**src/hw/rtl/zsn_pkg.sv**
```systemverilog
package zsn_pkg;

    // Widths of the word fields.
    localparam int MAG_W = 32;
    localparam int Z_W = 32;
    localparam int IDX_W = 16;
    localparam int ROWS_W = 10;
    localparam int BLEN_W = 6;
    localparam int CFG_IDX_W = 2;
    localparam int CFG_DATA_W = 16;

    // Default baseline depth.
    localparam int BASELINE_MAX_DEF = 63;

    // Shared divide / square root unit widths.
    localparam int DIV_W = 72;
    localparam int DVS_W = 32;
    localparam int REM_W = 36;
    localparam int CNT_W = 7;
    localparam int ACC_W = 70;

    // Reset values of the configuration registers.
    localparam logic [CFG_DATA_W-1:0] ROW_LEN_RST = 16'd256;
    localparam logic [BLEN_W-1:0] BLEN_RST = 6'd32;
    localparam logic [ROWS_W-1:0] ROWS_RST = 10'd1;

    // Configuration register indexes.
    typedef enum logic [CFG_IDX_W-1:0] {
        REG_ROW_LEN = 2'd0,
        REG_BASELINE_LEN = 2'd1,
        REG_ROW_COUNT = 2'd2
    } zsn_reg_t;

    // Operations of the shared unit.
    typedef enum logic {
        OP_DIV = 1'b0,
        OP_SQRT = 1'b1
    } zsn_op_t;

    // Request from the sequencer to the shared unit.
    typedef struct packed {
        logic start;
        zsn_op_t op;
        logic [DIV_W-1:0] dividend;
        logic [DVS_W-1:0] divisor;
    } zsn_req_t;

    // Status from the shared unit.
    typedef struct packed {
        logic busy;
        logic done;
    } zsn_sta_t;

    // Sequencer states.
    typedef enum logic [4:0] {
        ST_IDLE,
        ST_DISPATCH,
        ST_SUM_RD,
        ST_SUM_ACC,
        ST_MEAN_GO,
        ST_MEAN_WAIT,
        ST_VAR_RD,
        ST_VAR_MUL,
        ST_VAR_ACC,
        ST_VDIV_GO,
        ST_VDIV_WAIT,
        ST_SQRT_GO,
        ST_SQRT_WAIT,
        ST_Z_RD,
        ST_Z_MUL,
        ST_Z_PREP,
        ST_Z_WAIT,
        ST_Z_OUT
    } zsn_state_t;

endpackage

```
**src/hw/rtl/zsn_divsqrt.sv**
```systemverilog
// Shared restoring divider and digit-by-digit square root.
// Division takes one quotient bit per cycle over the full dividend; the
// square root takes one root bit (two radicand bits) per cycle.
module zsn_divsqrt (
    input  logic                           clk,
    input  logic                           rst_n,
    input  zsn_pkg::zsn_req_t              req,
    output zsn_pkg::zsn_sta_t              sta,
    output logic [zsn_pkg::DIV_W-1:0]      quotient
);

    logic [zsn_pkg::DIV_W-1:0] num_reg, num_next;
    logic [zsn_pkg::DIV_W-1:0] quo_reg, quo_next;
    logic [zsn_pkg::REM_W-1:0] rem_reg, rem_next;
    logic [zsn_pkg::DVS_W-1:0] dvs_reg, dvs_next;
    logic [zsn_pkg::CNT_W-1:0] cnt_reg, cnt_next;
    zsn_pkg::zsn_op_t op_reg, op_next;
    logic busy_reg, busy_next;
    logic done_reg, done_next;

    logic [zsn_pkg::REM_W-1:0] rem_sh_div;
    logic [zsn_pkg::REM_W-1:0] rem_sh_sq;
    logic [zsn_pkg::REM_W-1:0] trial;
    logic [zsn_pkg::REM_W-1:0] dvs_ext;

    // Control registers.
    always_ff @(posedge clk or negedge rst_n)
    begin
        if (!rst_n)
        begin
            busy_reg <= 1'b0;
            done_reg <= 1'b0;
            cnt_reg <= '0;
        end
        else
        begin
            busy_reg <= busy_next;
            done_reg <= done_next;
            cnt_reg <= cnt_next;
        end
    end

    // Datapath registers.
    always_ff @(posedge clk)
    begin
        num_reg <= num_next;
        quo_reg <= quo_next;
        rem_reg <= rem_next;
        dvs_reg <= dvs_next;
        op_reg <= op_next;
    end

    // One step of the selected operation.
    always_comb
    begin
        dvs_ext = {{(zsn_pkg::REM_W-zsn_pkg::DVS_W){1'b0}}, dvs_reg};
        rem_sh_div = {rem_reg[zsn_pkg::REM_W-2:0], num_reg[zsn_pkg::DIV_W-1]};
        rem_sh_sq = {rem_reg[zsn_pkg::REM_W-3:0],
                     num_reg[zsn_pkg::DIV_W-1:zsn_pkg::DIV_W-2]};
        trial = {quo_reg[zsn_pkg::REM_W-3:0], 2'b01};

        num_next = num_reg;
        quo_next = quo_reg;
        rem_next = rem_reg;
        dvs_next = dvs_reg;
        op_next = op_reg;
        cnt_next = cnt_reg;
        busy_next = busy_reg;
        done_next = 1'b0;

        if (req.start && !busy_reg)
        begin
            num_next = req.dividend;
            quo_next = '0;
            rem_next = '0;
            dvs_next = req.divisor;
            op_next = req.op;
            busy_next = 1'b1;
            if (req.op == zsn_pkg::OP_SQRT)
                cnt_next = zsn_pkg::CNT_W'(zsn_pkg::DIV_W / 2 - 4);
            else
                cnt_next = zsn_pkg::CNT_W'(zsn_pkg::DIV_W);
        end
        else if (busy_reg)
        begin
            if (op_reg == zsn_pkg::OP_SQRT)
            begin
                num_next = {num_reg[zsn_pkg::DIV_W-3:0], 2'b00};
                if (rem_sh_sq >= trial)
                begin
                    rem_next = rem_sh_sq - trial;
                    quo_next = {quo_reg[zsn_pkg::DIV_W-2:0], 1'b1};
                end
                else
                begin
                    rem_next = rem_sh_sq;
                    quo_next = {quo_reg[zsn_pkg::DIV_W-2:0], 1'b0};
                end
            end
            else
            begin
                num_next = {num_reg[zsn_pkg::DIV_W-2:0], 1'b0};
                if (rem_sh_div >= dvs_ext)
                begin
                    rem_next = rem_sh_div - dvs_ext;
                    quo_next = {quo_reg[zsn_pkg::DIV_W-2:0], 1'b1};
                end
                else
                begin
                    rem_next = rem_sh_div;
                    quo_next = {quo_reg[zsn_pkg::DIV_W-2:0], 1'b0};
                end
            end
            cnt_next = cnt_reg - 1'b1;
            if (cnt_reg == zsn_pkg::CNT_W'(1))
            begin
                busy_next = 1'b0;
                done_next = 1'b1;
            end
        end
    end

    assign sta.busy = busy_reg;
    assign sta.done = done_reg;
    assign quotient = quo_reg;

endmodule

```
**config.mk**
```make
export PLATFORM = sky130hd
export DESIGN_NAME = zsn_divsqrt
export DESIGN_NICKNAME = d
export VERILOG_FILES = /design/src/hw/rtl/zsn_pkg.sv /design/src/hw/rtl/zsn_divsqrt.sv
export SDC_FILE = /design/constraint.sdc
export NUM_CORES = 1
export LEC_CHECK = 0
export BUFFER_PORTS_ARGS = -buffer_cell sky130_fd_sc_hd__clkbuf_2
export CORE_UTILIZATION = 53
export CTS_CLUSTER_SIZE = 8
export DETAILED_ROUTE_END_ITERATION = 6
export PLACE_DENSITY = 0.88
export SYNTH_ARGS = -nofsm -noshare
export SYNTH_HDL_FRONTEND = slang
export SYNTH_SLANG_ARGS = --single-unit
```
**constraint.sdc**
```tcl
create_clock -name clk -period 3.24 [get_ports clk]
set_input_delay 0.486 -clock clk [delete_from_list [all_inputs] [get_ports clk]]
set_output_delay 0.486 -clock clk [all_outputs]
set_load 0.02 [all_outputs]
```
==> PnR_summary.wiki, run 1 <==
{| class="wikitable"
! Metric !! Value
|-
| Fraction of layout instances using a drive strength above 1 || 0.167
|-
| Worst clock skew || 0.0181 ns
|-
| Cell count along the critical path || 13
|-
| CP max FO || 4
|-
| Depth of the most critical reg-to-reg path || 13
|-
| Post-synthesis sequential area ratio || 0.407
|-
| Total via count in the routed design || 11979
|-
| Hold/Removal Path Class || input pin to flip-flop
|-
| Total power density per cell area || 1220 nW/um^2
|-
| Antenna viol nets, final || 0
|-
| Worst path slowest cell || fa_1
|-
| Kind of start point of the critical path || flip-flop
|-
| Wire length of the first global-routing pass || 56700 um
|-
| Vias per cell || 5.83
|-
| Detailed-route wire length per cell || 17.1 um
|-
| Area after DPL || 14900 um^2
|-
| Final instance area || 15900 um^2
|-
| CTS tree || yes
|-
| Initial DRC count || 918
|-
| Largest cells by area after synthesis || edfxtp_1 (23%), dfxtp_1 (16%), nand2_1 (7.3%)
|-
| Count of yosys warnings during synthesis || 0
|-
| Endpoint of the worst register-to-register path || rem_reg[34]
|-
| Sum of internal, switching and leakage power || 19.3 mW
|-
| Maximum cell stage delay along the critical path || 0.40 ns
|-
| CTS HTree Levels || 1
|-
| Number of buffers inserted during clock tree synthesis || 31
|-
| Min-Delay Path Depth || 1
|-
| Reg-to-reg setup timing slack || 0.18 ns
|-
| Relative slew slack || 0.520
|-
| Share of the synthesized area in the top cell type || 0.233
|-
| Antenna cell count || 0
|-
| Remaining global-route overflow || 0
|-
| Net count of the finished layout || 1886
|-
| Worst path required time || 3.67 ns
|-
| Count of maximum capacitance violations || 0
|-
| Number of global-route vias before repair || 11511
|-
| Most used standard cell by instance count after synthesis || nand2_1
|-
| Most used flip-flop cell after synthesis || dfxtp_1
|-
| Area enclosed by the die boundary || 26200 um^2
|-
| RR Startpoint || num_reg[71]
|-
| Synthesized net count || 1712
|-
| Maximum VDD drop || 0.693 mV
|-
| Measured slew at the worst slew-check pin || 0.720 ns
|-
| Synth unique cells || 72
|-
| Cell Rows || 58
|-
| Unrepaired setup endpoints after global routing || no
|-
| Total iterations of the first detailed-routing run || 5
|-
| Port Buf Inserts || 181
|-
| Critical path class || flip-flop to flip-flop
|-
| Cell Count, Final, Fillers Out || 2056
|-
| Worst-skew pair later-pin latency || 0.56 ns
|-
| Critical Path Sink || rem_reg[34]
|-
| Kind of cell adding the most delay to the critical path || compound AO/OA/AOI/OAI gates
|-
| Post-synth EDFFs || 105
|-
| Clk Tree Root Cell || clkbuf_16
|-
| Most used standard cells in the synthesized netlist || nand2_1 (265), o21ai_0 (150), dfxtp_1 (107)
|-
| Boundary Pins || 182
|-
| Number of pins with negative max-slew slack in the final report || 0
|-
| Layout overhead on the synthesized area || 17.0%
|-
| Overall die width || 162 um
|-
| Post-route DRC violation count || 0
|-
| Timing startpoint of the critical path || num_reg[71]
|-
| Cell repeated most along the worst path || a2111oi_4
|-
| Mean post-synth cell area || 8.84 um^2
|-
| Status || completed
|-
| Post-synthesis instance total || 1533
|-
| Largest buffer count on any clock path || 3
|-
| Global-route usage over all layers || 0.265
|-
| Cell count after placement || 2001
|-
| Highest attainable clock frequency || 327 MHz
|-
| Ys async rst share || 0.0407
|-
| Starting Density || 0.540
|-
| Time the final worst path needs with I/O delays and setup || 3.06 ns
|-
| Placeable Area || 25100 um^2
|-
| Leading area contributor after synthesis || edfxtp_1
|-
| Cell area after synthesis || 13600 um^2
|-
| Final GP Congestion || 0.984
|-
| Cell breakdown of the critical path || inv_2, ha_1, fa_1, nand2b_1, a21oi_1, buf_4, o21ai_4, o211ai_4, a2111oi_4, or3_4, a2111oi_4, xnor2_1, o221ai_2
|-
| Worst path bufs/invs || 2
|-
| Final HPWL DP || 25500 um
|-
| Setup TNS after final layout || 0 ns
|-
| Sum of routed wire length over all layers || 35200 um
|-
| Crit path DAT || 3.49 ns
|-
| Final worst-path cycle share || 0.944
|-
| Static Leakage || 7.04 nW
|-
| TritonCTS sink count || 221
|-
| Number of setup violations in the final report || 0
|-
| Endpoint type of the worst setup path || flip-flop
|-
| Number of antenna violations at the first check in global routing || 0
|-
| Number of storage elements in the synthesis netlist || 221
|-
| Final hold violation count || 0
|-
| Pin count of the biggest net entering global routing || 148
|-
| Die height || 162 um
|-
| CTS clock-pin slew for the worst setup and hold paths || 0.06 ns
|}
-- routing by layer --
metal | global-route usage | part of all wire | wire, um | vias up
li1 | - | - | - | 5877
met1 | 0.325 | 0.42 | 14700 | 5593
met3 | 0.0462 | 0.059 | 2090 | 94
met2 | 0.462 | 0.49 | 17200 | 415
met5 | 0 | 0 | 0 | -
met4 | 0.102 | 0.037 | 1320 | 0
-- power breakdown --
| part | total (mW) | switching (mW) | internal [mW] | leakage, nW |
|---|---|---|---|---|
| Sequential | 5.22 | 0.994 | 4.23 | 2.16 |
| Combinational | 11.2 | 6.50 | 4.66 | 4.47 |
| Clock | 2.94 | 1.18 | 1.76 | 0.415 |
-- worst min-delay path by stage --
stage,from,end
3_5_place_dp,rst_n,cnt_reg[2]
4_1_cts,req[8],dvs_reg[8]
5_1_grt,req[0],dvs_reg[0]
2_1_floorplan,rst_n,busy_reg
6_report,req[0],dvs_reg[0]
3_3_place_gp,rst_n,cnt_reg[1]
-- cell type report --
type                            count  area (um^2)
Fill cell                        2107         9250
Multi-Input combinational cell   1140         7410
Sequential cell                   221         5520
Timing Repair Buffer              229         1330
Clock buffer                       51          851
Tap cell                          330          413
Inverter                           84          315
Clock inverter                      1         20.0
-- logic make-up (layout without fill, tap and decap cells) --
logic type | after synthesis | count (layout) | share of synthesized area
fa+ha+maj | 71 | 71 | 0.0661
xor+xnor | 63 | 63 | 0.0407
buf+inv | 172 | 365 | 0.0500
simple gates | 451 | 451 | 0.145
mux | 96 | 96 | 0.0710
compound gates | 459 | 459 | 0.219
flops | 221 | 221 | 0.407
-- cells in the final DEF (no fill, tap or decap), drive strengths merged, types with 5 or more instances in the layout --
cell,count
nor3b,7
o21ai,162
a211oi,9
nand3,18
a221o,5
or3,8
o221ai,12
a21oi,93
o22ai,10
nor2b,11
ha,70
a31o,7
a2111oi,5
and2,5
nor3,15
buf,47
clkbuf,232
o211ai,14
o21bai,11
nand2,265
o31ai,37
xor2,27
o31a,5
inv,85
o21a,14
mux2i,95
nor2,75
xnor2,36
nand2b,11
edfxtp,105
dfrtp,9
a31oi,8
nand4,17
dfxtp,107
a21o,38
-- timing repair --
action	4_1_cts	5_1_grt
hold endpoints to repair	9	0
hold buffers	1	0
buffers inserted	0	2
endpoints found under the setup margin	0	7
gates resized for setup	0	8
-- stage by stage --
stage                      util  worst slack, ns  hold WS [ns]
after floorplan               -            0.183         0.190
after global placement    0.594            0.149         0.350
after detailed placement  0.594           0.0845         0.356
after CTS                 0.629           0.0480        0.0745
after global routing      0.632           0.0175        0.0846
final                     0.632            0.180         0.101
(Power assumes the default switching activity.)
==> run 2: changes to the inputs <==
- CTS_BUF_LIST: not set -> sky130_fd_sc_hd__clkbuf_4 sky130_fd_sc_hd__clkbuf_8 sky130_fd_sc_hd__clkbuf_16
==> run 2 against run 1 <==
- register-to-register slack about the same
- first-iteration DRC count increased by 6.3%
- maximum frequency about the same
- worst hold slack got worse by 0.0032 ns
- largest cell class unchanged
- total power increased by 0.85%
- clock power increased by 5%
- sequential share of layout area decreased by 0.16 points
- final area increased by 0.47%
- non-clock buffer count unchanged
- core utilization increased by 0.30 points
- clock skew increased by 0.0017 ns
==> PnR_summary.wiki, run 2 (synthesized netlist as in run 1, its figures left out) <==
{| class="wikitable"
! Metric !! Value
|-
| Wire length of the first global-routing pass || 56600 um (-0.23%)
|-
| Reg-to-reg setup timing slack || 0.18 ns (about the same)
|-
| Startpoint of the lowest-slack hold path || req[7]
|-
| Largest buffer count on any clock path || 3 (unchanged)
|-
| Kind of start point of the critical path || flip-flop
|-
| Cell repeated most along the worst path || a2111oi_4
|-
| Worst path required time || 3.67 ns (about the same)
|-
| Overall die width || 162 um (unchanged)
|-
| Worst hold slack || 0.0980 ns (-0.00315 ns)
|-
| Time the final worst path needs with I/O delays and setup || 3.06 ns (+0.00159 ns)
|-
| Cell breakdown of the critical path || inv_1, fa_1, nand2b_1, a21oi_1, buf_4, o21ai_4, o211ai_4, a2111oi_4, or3_4, a2111oi_4, xnor2_1, o221ai_2
|-
| Final worst-path cycle share || 0.945 (about the same)
|-
| RR Startpoint || rem_reg[0]
|-
| Number of buffers inserted during clock tree synthesis || 31 (unchanged)
|-
| Remaining global-route overflow || 0 (unchanged)
|-
| FILL cells || 2098 (-0.43%)
|-
| Layout overhead on the synthesized area || 17.6%
|-
| Count of maximum capacitance violations || 0 (unchanged)
|-
| Port Buf Inserts || 181 (unchanged)
|-
| Antenna cell count || 0 (unchanged)
|-
| Number of global-route vias before repair || 11499 (-0.10%)
|-
| Critical path class || flip-flop to flip-flop
|-
| Total via count in the routed design || 11950 (-0.24%)
|-
| Area after DPL || 14900 um^2 (unchanged)
|-
| Most common cell after layout, fill and taps aside || nand2_1
|-
| Pin count of the biggest net entering global routing || 148 (unchanged)
|-
| Setup TNS after final layout || 0 ns (unchanged)
|-
| Number of setup violations in the final report || 0 (unchanged)
|-
| Final instance area || 15900 um^2 (+0.47%)
|-
| Global-route usage over all layers || 0.264 (-0.000666)
|-
| Total power density per cell area || 1220 nW/um^2 (+0.37%)
|-
| Final HPWL DP || 25500 um (unchanged)
|-
| Sum of routed wire length over all layers || 35200 um (-0.20%)
|-
| Number of antenna violations at the first check in global routing || 0 (unchanged)
|-
| Unrepaired setup endpoints after global routing || no
|-
| CTS clock-pin slew for the worst setup and hold paths || 0.05 ns (about the same)
|-
| Min-Delay Path Depth || 1 (unchanged)
|-
| Status || completed
|-
| Cell Rows || 58 (unchanged)
|-
| Crit path DAT || 3.49 ns (about the same)
|-
| Initial DRC count || 976 (+6.3%)
|-
| Boundary Pins || 182 (unchanged)
|-
| Post-layout util || 0.635 (+0.00299)
|-
| Final hold violation count || 0 (unchanged)
|-
| Highest attainable clock frequency || 327 MHz (about the same)
|-
| Area enclosed by the die boundary || 26200 um^2 (unchanged)
|-
| Relative slew slack || 0.523 (+0.00290)
|-
| Static Leakage || 7.11 nW (+0.97%)
|-
| Leading cell types in the layout, fill and taps excluded || nand2_1 (265), clkbuf_2 (181), o21ai_0 (150)
|-
| Hold/Removal Path Class || input pin to flip-flop
|-
| Placeable Area || 25100 um^2 (unchanged)
|-
| Worst clock skew || 0.0198 ns (+0.00172 ns)
|-
| Worst-skew pair later-pin latency || 0.56 ns (about the same)
|-
| Maximum VDD drop || 0.703 mV (+1.5%)
|-
| Antenna viol nets, final || 0 (unchanged)
|-
| Total iterations of the first detailed-routing run || 5 (unchanged)
|-
| Worst path slowest cell || dfxtp_1
|-
| TritonCTS sink count || 221 (unchanged)
|-
| Fraction of layout instances using a drive strength above 1 || 0.179 (+0.0116)
|-
| Depth of the most critical reg-to-reg path || 12 (-1)
|-
| Number of pins with negative max-slew slack in the final report || 0 (unchanged)
|-
| Measured slew at the worst slew-check pin || 0.716 ns (-0.00435 ns)
|-
| CP max FO || 5 (+1)
|-
| Endpoint of the worst hold-timing path || dvs_reg[7]
|-
| Final GP Congestion || 0.984 (unchanged)
|-
| Endpoint of the worst register-to-register path || rem_reg[34]
|-
| Maximum cell stage delay along the critical path || 0.49 ns (+0.09 ns)
|-
| Endpoint type of the worst setup path || flip-flop
|-
| Clk Tree Root Cell || clkbuf_16
|-
| CTS HTree Levels || 1 (unchanged)
|-
| Post-route DRC violation count || 0 (unchanged)
|-
| Starting Density || 0.540 (unchanged)
|-
| Net count of the finished layout || 1886 (unchanged)
|-
| Die height || 162 um (unchanged)
|-
| Detailed-route wire length per cell || 17.1 um (-0.20%)
|-
| Vias per cell || 5.81 (-0.24%)
|-
| CTS tree || yes
|}
-- run 2: cell counts in the layout (fill, tap and decap cells not counted) --
No cell type changed its count.
-- run 2: layer usage --
metal	GRT usage	vias up	part of all wire	wire length (um)
met2	0.462	418	0.49	17200
met4	0.100	0	0.036	1260
met3	0.0455	89	0.060	2120
met5	0	-	0	0
met1	0.325	5566	0.41	14600
li1	-	5877	-	-
-- run 2: metrics by stage --
stage                     std cells  setup WS (ns)  power [mW]
after floorplan                1533          0.183        13.0
after global placement         2001          0.149        15.8
after detailed placement       2001         0.0845        16.1
after CTS                      2054         0.0514        19.3
after global routing           2056         0.0162        20.9
final                          2056          0.179        19.5
-- run 2: area by class of cell --
class / instances / area (um^2) / share of cell area
clock buffers: 51 / 926 / 0.0581
clock inverters: 1 / 20.0 / 0.00126
inverters: 84 / 315 / 0.0198
multi-input cells: 1140 / 7410 / 0.465
flip-flops and latches: 221 / 5520 / 0.347
well taps: 330 / 413 / 0.0259
repair buffers: 229 / 1330 / 0.0835
-- run 2: worst max path at each step --
stage                      startpoint          end  depth (start not counted)  slack [ns]
final                      rem_reg[0]  rem_reg[34]                         12        0.18
after global routing      num_reg[71]  rem_reg[34]                         13        0.02
after CTS                 num_reg[71]  rem_reg[34]                         15        0.05
after detailed placement  num_reg[71]  rem_reg[34]                         15        0.08
after global placement    num_reg[71]  rem_reg[22]                         13        0.15
after floorplan           num_reg[71]  rem_reg[34]                         12        0.18
-- run 2: what timing repair did --
action	4_1_cts	5_1_grt
hold buffers	1	0
gates resized for setup	0	8
buffers inserted	0	2
endpoints found under the hold margin	9	0
endpoints found under the setup margin	0	7
-- run 2: power by group --
group,internal [mW],leakage (nW),switching (mW)
sequential,4.23,2.16,0.990
clock,1.93,0.484,1.17
combinational,4.66,4.47,6.51
total,10.8,7.11,8.68
-- run 2: critical path: cells and delay by family, from the launching register on --
family          cells  cell delay (ns)
compound gates      6             0.95
simple gates        2             0.57
flops               1             0.49
fa+ha+maj           1             0.46
buf+inv             2             0.28
xor+xnor            1             0.18
==> run 3: changes to the inputs <==
- REMOVE_ABC_BUFFERS: not set -> 1
==> run 3 against run 2 <==
- first-iteration DRC count decreased by 7.0%
- critical path type unchanged
- largest power group unchanged
- clock power about the same
- combinational power about the same
- highest routed layer unchanged
==> PnR_summary.wiki, run 3 (synthesized netlist as in run 1, its figures left out) <==
{| class="wikitable"
! Metric !! Value
|-
| Status || completed
|-
| Static Leakage || 7.12 nW (+0.15%)
|-
| Final instance area || 16000 um^2 (+0.22%)
|-
| Boundary Pins || 182 (unchanged)
|-
| Count of maximum capacitance violations || 0 (unchanged)
|-
| Combinational share of power || 0.574 (about the same)
|-
| Sum of routed wire length over all layers || 35200 um (about the same)
|-
| Overall die width || 162 um (unchanged)
|-
| TritonCTS sink count || 221 (unchanged)
|-
| Multi-input gate area || 7400 um^2 (-0.12%)
|-
| Cell count along the critical path || 14 (+2)
|-
| Crit path DAT || 3.59 ns (+0.10 ns)
|-
| Pint || 10.9 mW (+1.1%)
|-
| Cell Rows || 58 (unchanged)
|-
| Maximum cell stage delay along the critical path || 0.43 ns (-0.06 ns)
|-
| Total power density per cell area || 1230 nW/um^2 (+0.34%)
|-
| Area enclosed by the die boundary || 26200 um^2 (unchanged)
|-
| Seq pwr share || 0.269 (about the same)
|-
| Highest attainable clock frequency || 318 MHz (-2.6%)
|-
| Global-route usage over all layers || 0.262 (-0.00270)
|-
| Worst path bufs/invs || 3 (+1)
|-
| Number of antenna violations at the first check in global routing || 0 (unchanged)
|-
| Measured slew at the worst slew-check pin || 0.721 ns (+0.00499 ns)
|-
| CTS HTree Levels || 1 (unchanged)
|-
| Net switching power || 8.67 mW (-0.12%)
|-
| Placement-stage worst setup slack || 0.0112 ns (-0.0734 ns)
|-
| Kind of start point of the critical path || flip-flop
|-
| Most common cell after layout, fill and taps aside || nand2_1
|-
| Time the final worst path needs with I/O delays and setup || 3.14 ns (+0.0824 ns)
|-
| Net count of the finished layout || 1892 (+0.32%)
|-
| Cell repeated most along the worst path || buf_4
|-
| Total via count in the routed design || 12057 (+0.90%)
|-
| Detailed-route wire length per cell || 17.1 um (-0.17%)
|-
| Unrepaired setup endpoints after global routing || no
|-
| Largest buffer count on any clock path || 3 (unchanged)
|-
| Post-route DRC violation count || 0 (unchanged)
|-
| Clk Tree Root Cell || clkbuf_16
|-
| Min-Delay Path Depth || 1 (unchanged)
|-
| Switching share of total power || 0.442 (-0.00299)
|-
| Port Buf Inserts || 181 (unchanged)
|-
| Kind of cell adding the most delay to the critical path || compound AO/OA/AOI/OAI gates
|-
| Worst-skew pair later-pin latency || 0.55 ns (about the same)
|-
| CTS clock-pin slew for the worst setup and hold paths || 0.06 ns (about the same)
|-
| Area after DPL || 14900 um^2 (-0.10%)
|-
| Placeable Area || 25100 um^2 (unchanged)
|-
| Layout overhead on the synthesized area || 17.8%
|-
| Starting Density || 0.540 (unchanged)
|-
| Pin count of the biggest net entering global routing || 177 (+20%)
|-
| Maximum VDD drop || 0.586 mV (-17%)
|-
| Fin worst setup slack || 0.0965 ns (-0.0824 ns)
|-
| Critical path class || flip-flop to flip-flop
|-
| Final hold violation count || 0 (unchanged)
|-
| Number of setup violations in the final report || 0 (unchanged)
|-
| Sequential cell area || 5530 um^2 (about the same)
|-
| Final GP Congestion || 0.932 (-5.3%)
|-
| FILL cells || 2038 (-2.9%)
|-
| Hold/Removal Path Class || input pin to flip-flop
|-
| Number of global-route vias before repair || 11360 (-1.2%)
|-
| Worst path required time || 3.68 ns (about the same)
|-
| Worst path slowest cell || a2111oi_4
|-
| Cell breakdown of the critical path || inv_2, ha_2, fa_2, nand2b_1, a21oi_1, buf_4, o21ai_4, o211ai_4, a2111oi_4, buf_4, mux2_1, o32ai_1, a31oi_1, o21ba_1
|-
| Number of pins with negative max-slew slack in the final report || 0 (unchanged)
|-
| Final HPWL DP || 25400 um (-0.17%)
|-
| Initial DRC count || 908 (-7.0%)
|-
| Final worst-path cycle share || 0.970 (+0.0254)
|-
| Leading cell types in the layout, fill and taps excluded || nand2_1 (265), clkbuf_2 (181), o21ai_0 (149)
|-
| Remaining global-route overflow || 0 (unchanged)
|-
| Wire length of the first global-routing pass || 56300 um (-0.51%)
|-
| Sum of internal, switching and leakage power || 19.6 mW (+0.56%)
|-
| Worst hold slack || 0.109 ns (+0.0109 ns)
|-
| Vias per cell || 5.85 (+0.65%)
|-
| Worst clock skew || 0.0192 ns (-0.000663 ns)
|-
| Fraction of layout instances using a drive strength above 1 || 0.185 (+0.00584)
|-
| Number of buffers inserted during clock tree synthesis || 31 (unchanged)
|-
| Endpoint type of the worst setup path || flip-flop
|-
| CP max FO || 7 (+2)
|-
| CTS tree || yes
|-
| Antenna viol nets, final || 0 (unchanged)
|-
| Die height || 162 um (unchanged)
|-
| Depth of the most critical reg-to-reg path || 14 (+2)
|-
| Relative contribution of the clock network to total power || 0.158 (about the same)
|-
| Antenna cell count || 0 (unchanged)
|-
| Total iterations of the first detailed-routing run || 6 (+1)
|-
| Relative slew slack || 0.520 (-0.00333)
|}
==> run 3: changes by cell type in the layout (fill, tap and decap cells not counted), moves of 2 or more <==
cell      change
ha_2          +3
dfxtp_1       -3
ha_1          -2
clkbuf_4      -2
buf_4         +5
a21oi_1       -2
dfxtp_2       +3
a21oi_2       +2
==> run 3: worst reg2reg max path: cells and delay by family (launching register included) <==
family          cells  cell delay [ns]
compound gates      7             1.25
buf+inv             3             0.49
mux                 1             0.34
flops               1             0.42
simple gates        1             0.13
fa+ha+maj           2             0.41
==> run 3: area by class of cell <==
class	instances	share of cell area
clock buffers	50	0.0579
clock inverters	1	0.000548
inverters	84	0.0197
multi-input cells	1140	0.463
flip-flops and latches	221	0.346
well taps	330	0.0259
repair buffers	235	0.0867
==> run 3: metrics by stage <==
stage	utilization	TNS [ns]	instances
global route	0.636	0	2061
CTS	0.631	0	2051
finish	0.636	0	2061
detailed placement	0.594	0	1999
floorplan	-	-716.31	1445
global placement	0.594	0	1999
==> run 3: path summary, 6_finish.rpt <==
check,start,end,slack [ns]
worst max-delay path,num_reg[71],rem_reg[31],0.1
worst min-delay path,req[1],dvs_reg[1],0.11
worst max register to register,num_reg[71],rem_reg[31],0.1
worst min register to register,quotient[0],quotient[1],0.47
max in group asynchronous,rst_n,busy_reg,2.70
min in group asynchronous,rst_n,cnt_reg[6],0.32
==> run 3: repair_timing <==
| action | CTS | global route |
|---|---|---|
| gates resized for setup | 1 | 16 |
| pin swaps | 1 | 10 |
| buffers inserted | 0 | 10 |
| endpoints found under the setup margin | 5 | 22 |
| hold buffers | 1 | 0 |
| hold endpoints to repair | 9 | 0 |
==> run 3: routing by layer <==
| layer | GRT usage | up-vias | wire length (um) |
|---|---|---|---|
| met4 | 0.0772 | 0 | 868 |
| met3 | 0.0490 | 59 | 2730 |
| met2 | 0.430 | 479 | 16200 |
| met1 | 0.350 | 5629 | 15400 |
| met5 | 0 | - | 0 |
| li1 | - | 5890 | - |
==> run 3: power groups by stage <==
stage / Combinational, mW / Sequential (mW) / Clock (mW)
after CTS: 10.9 / 5.23 / 3.14
after global routing: 12.3 / 5.41 / 3.27
after global placement: 10.6 / 5.18 / 0
after floorplan: 7.35 / 5.58 / 0
final: 11.2 / 5.26 / 3.09
after detailed placement: 10.8 / 5.27 / 0
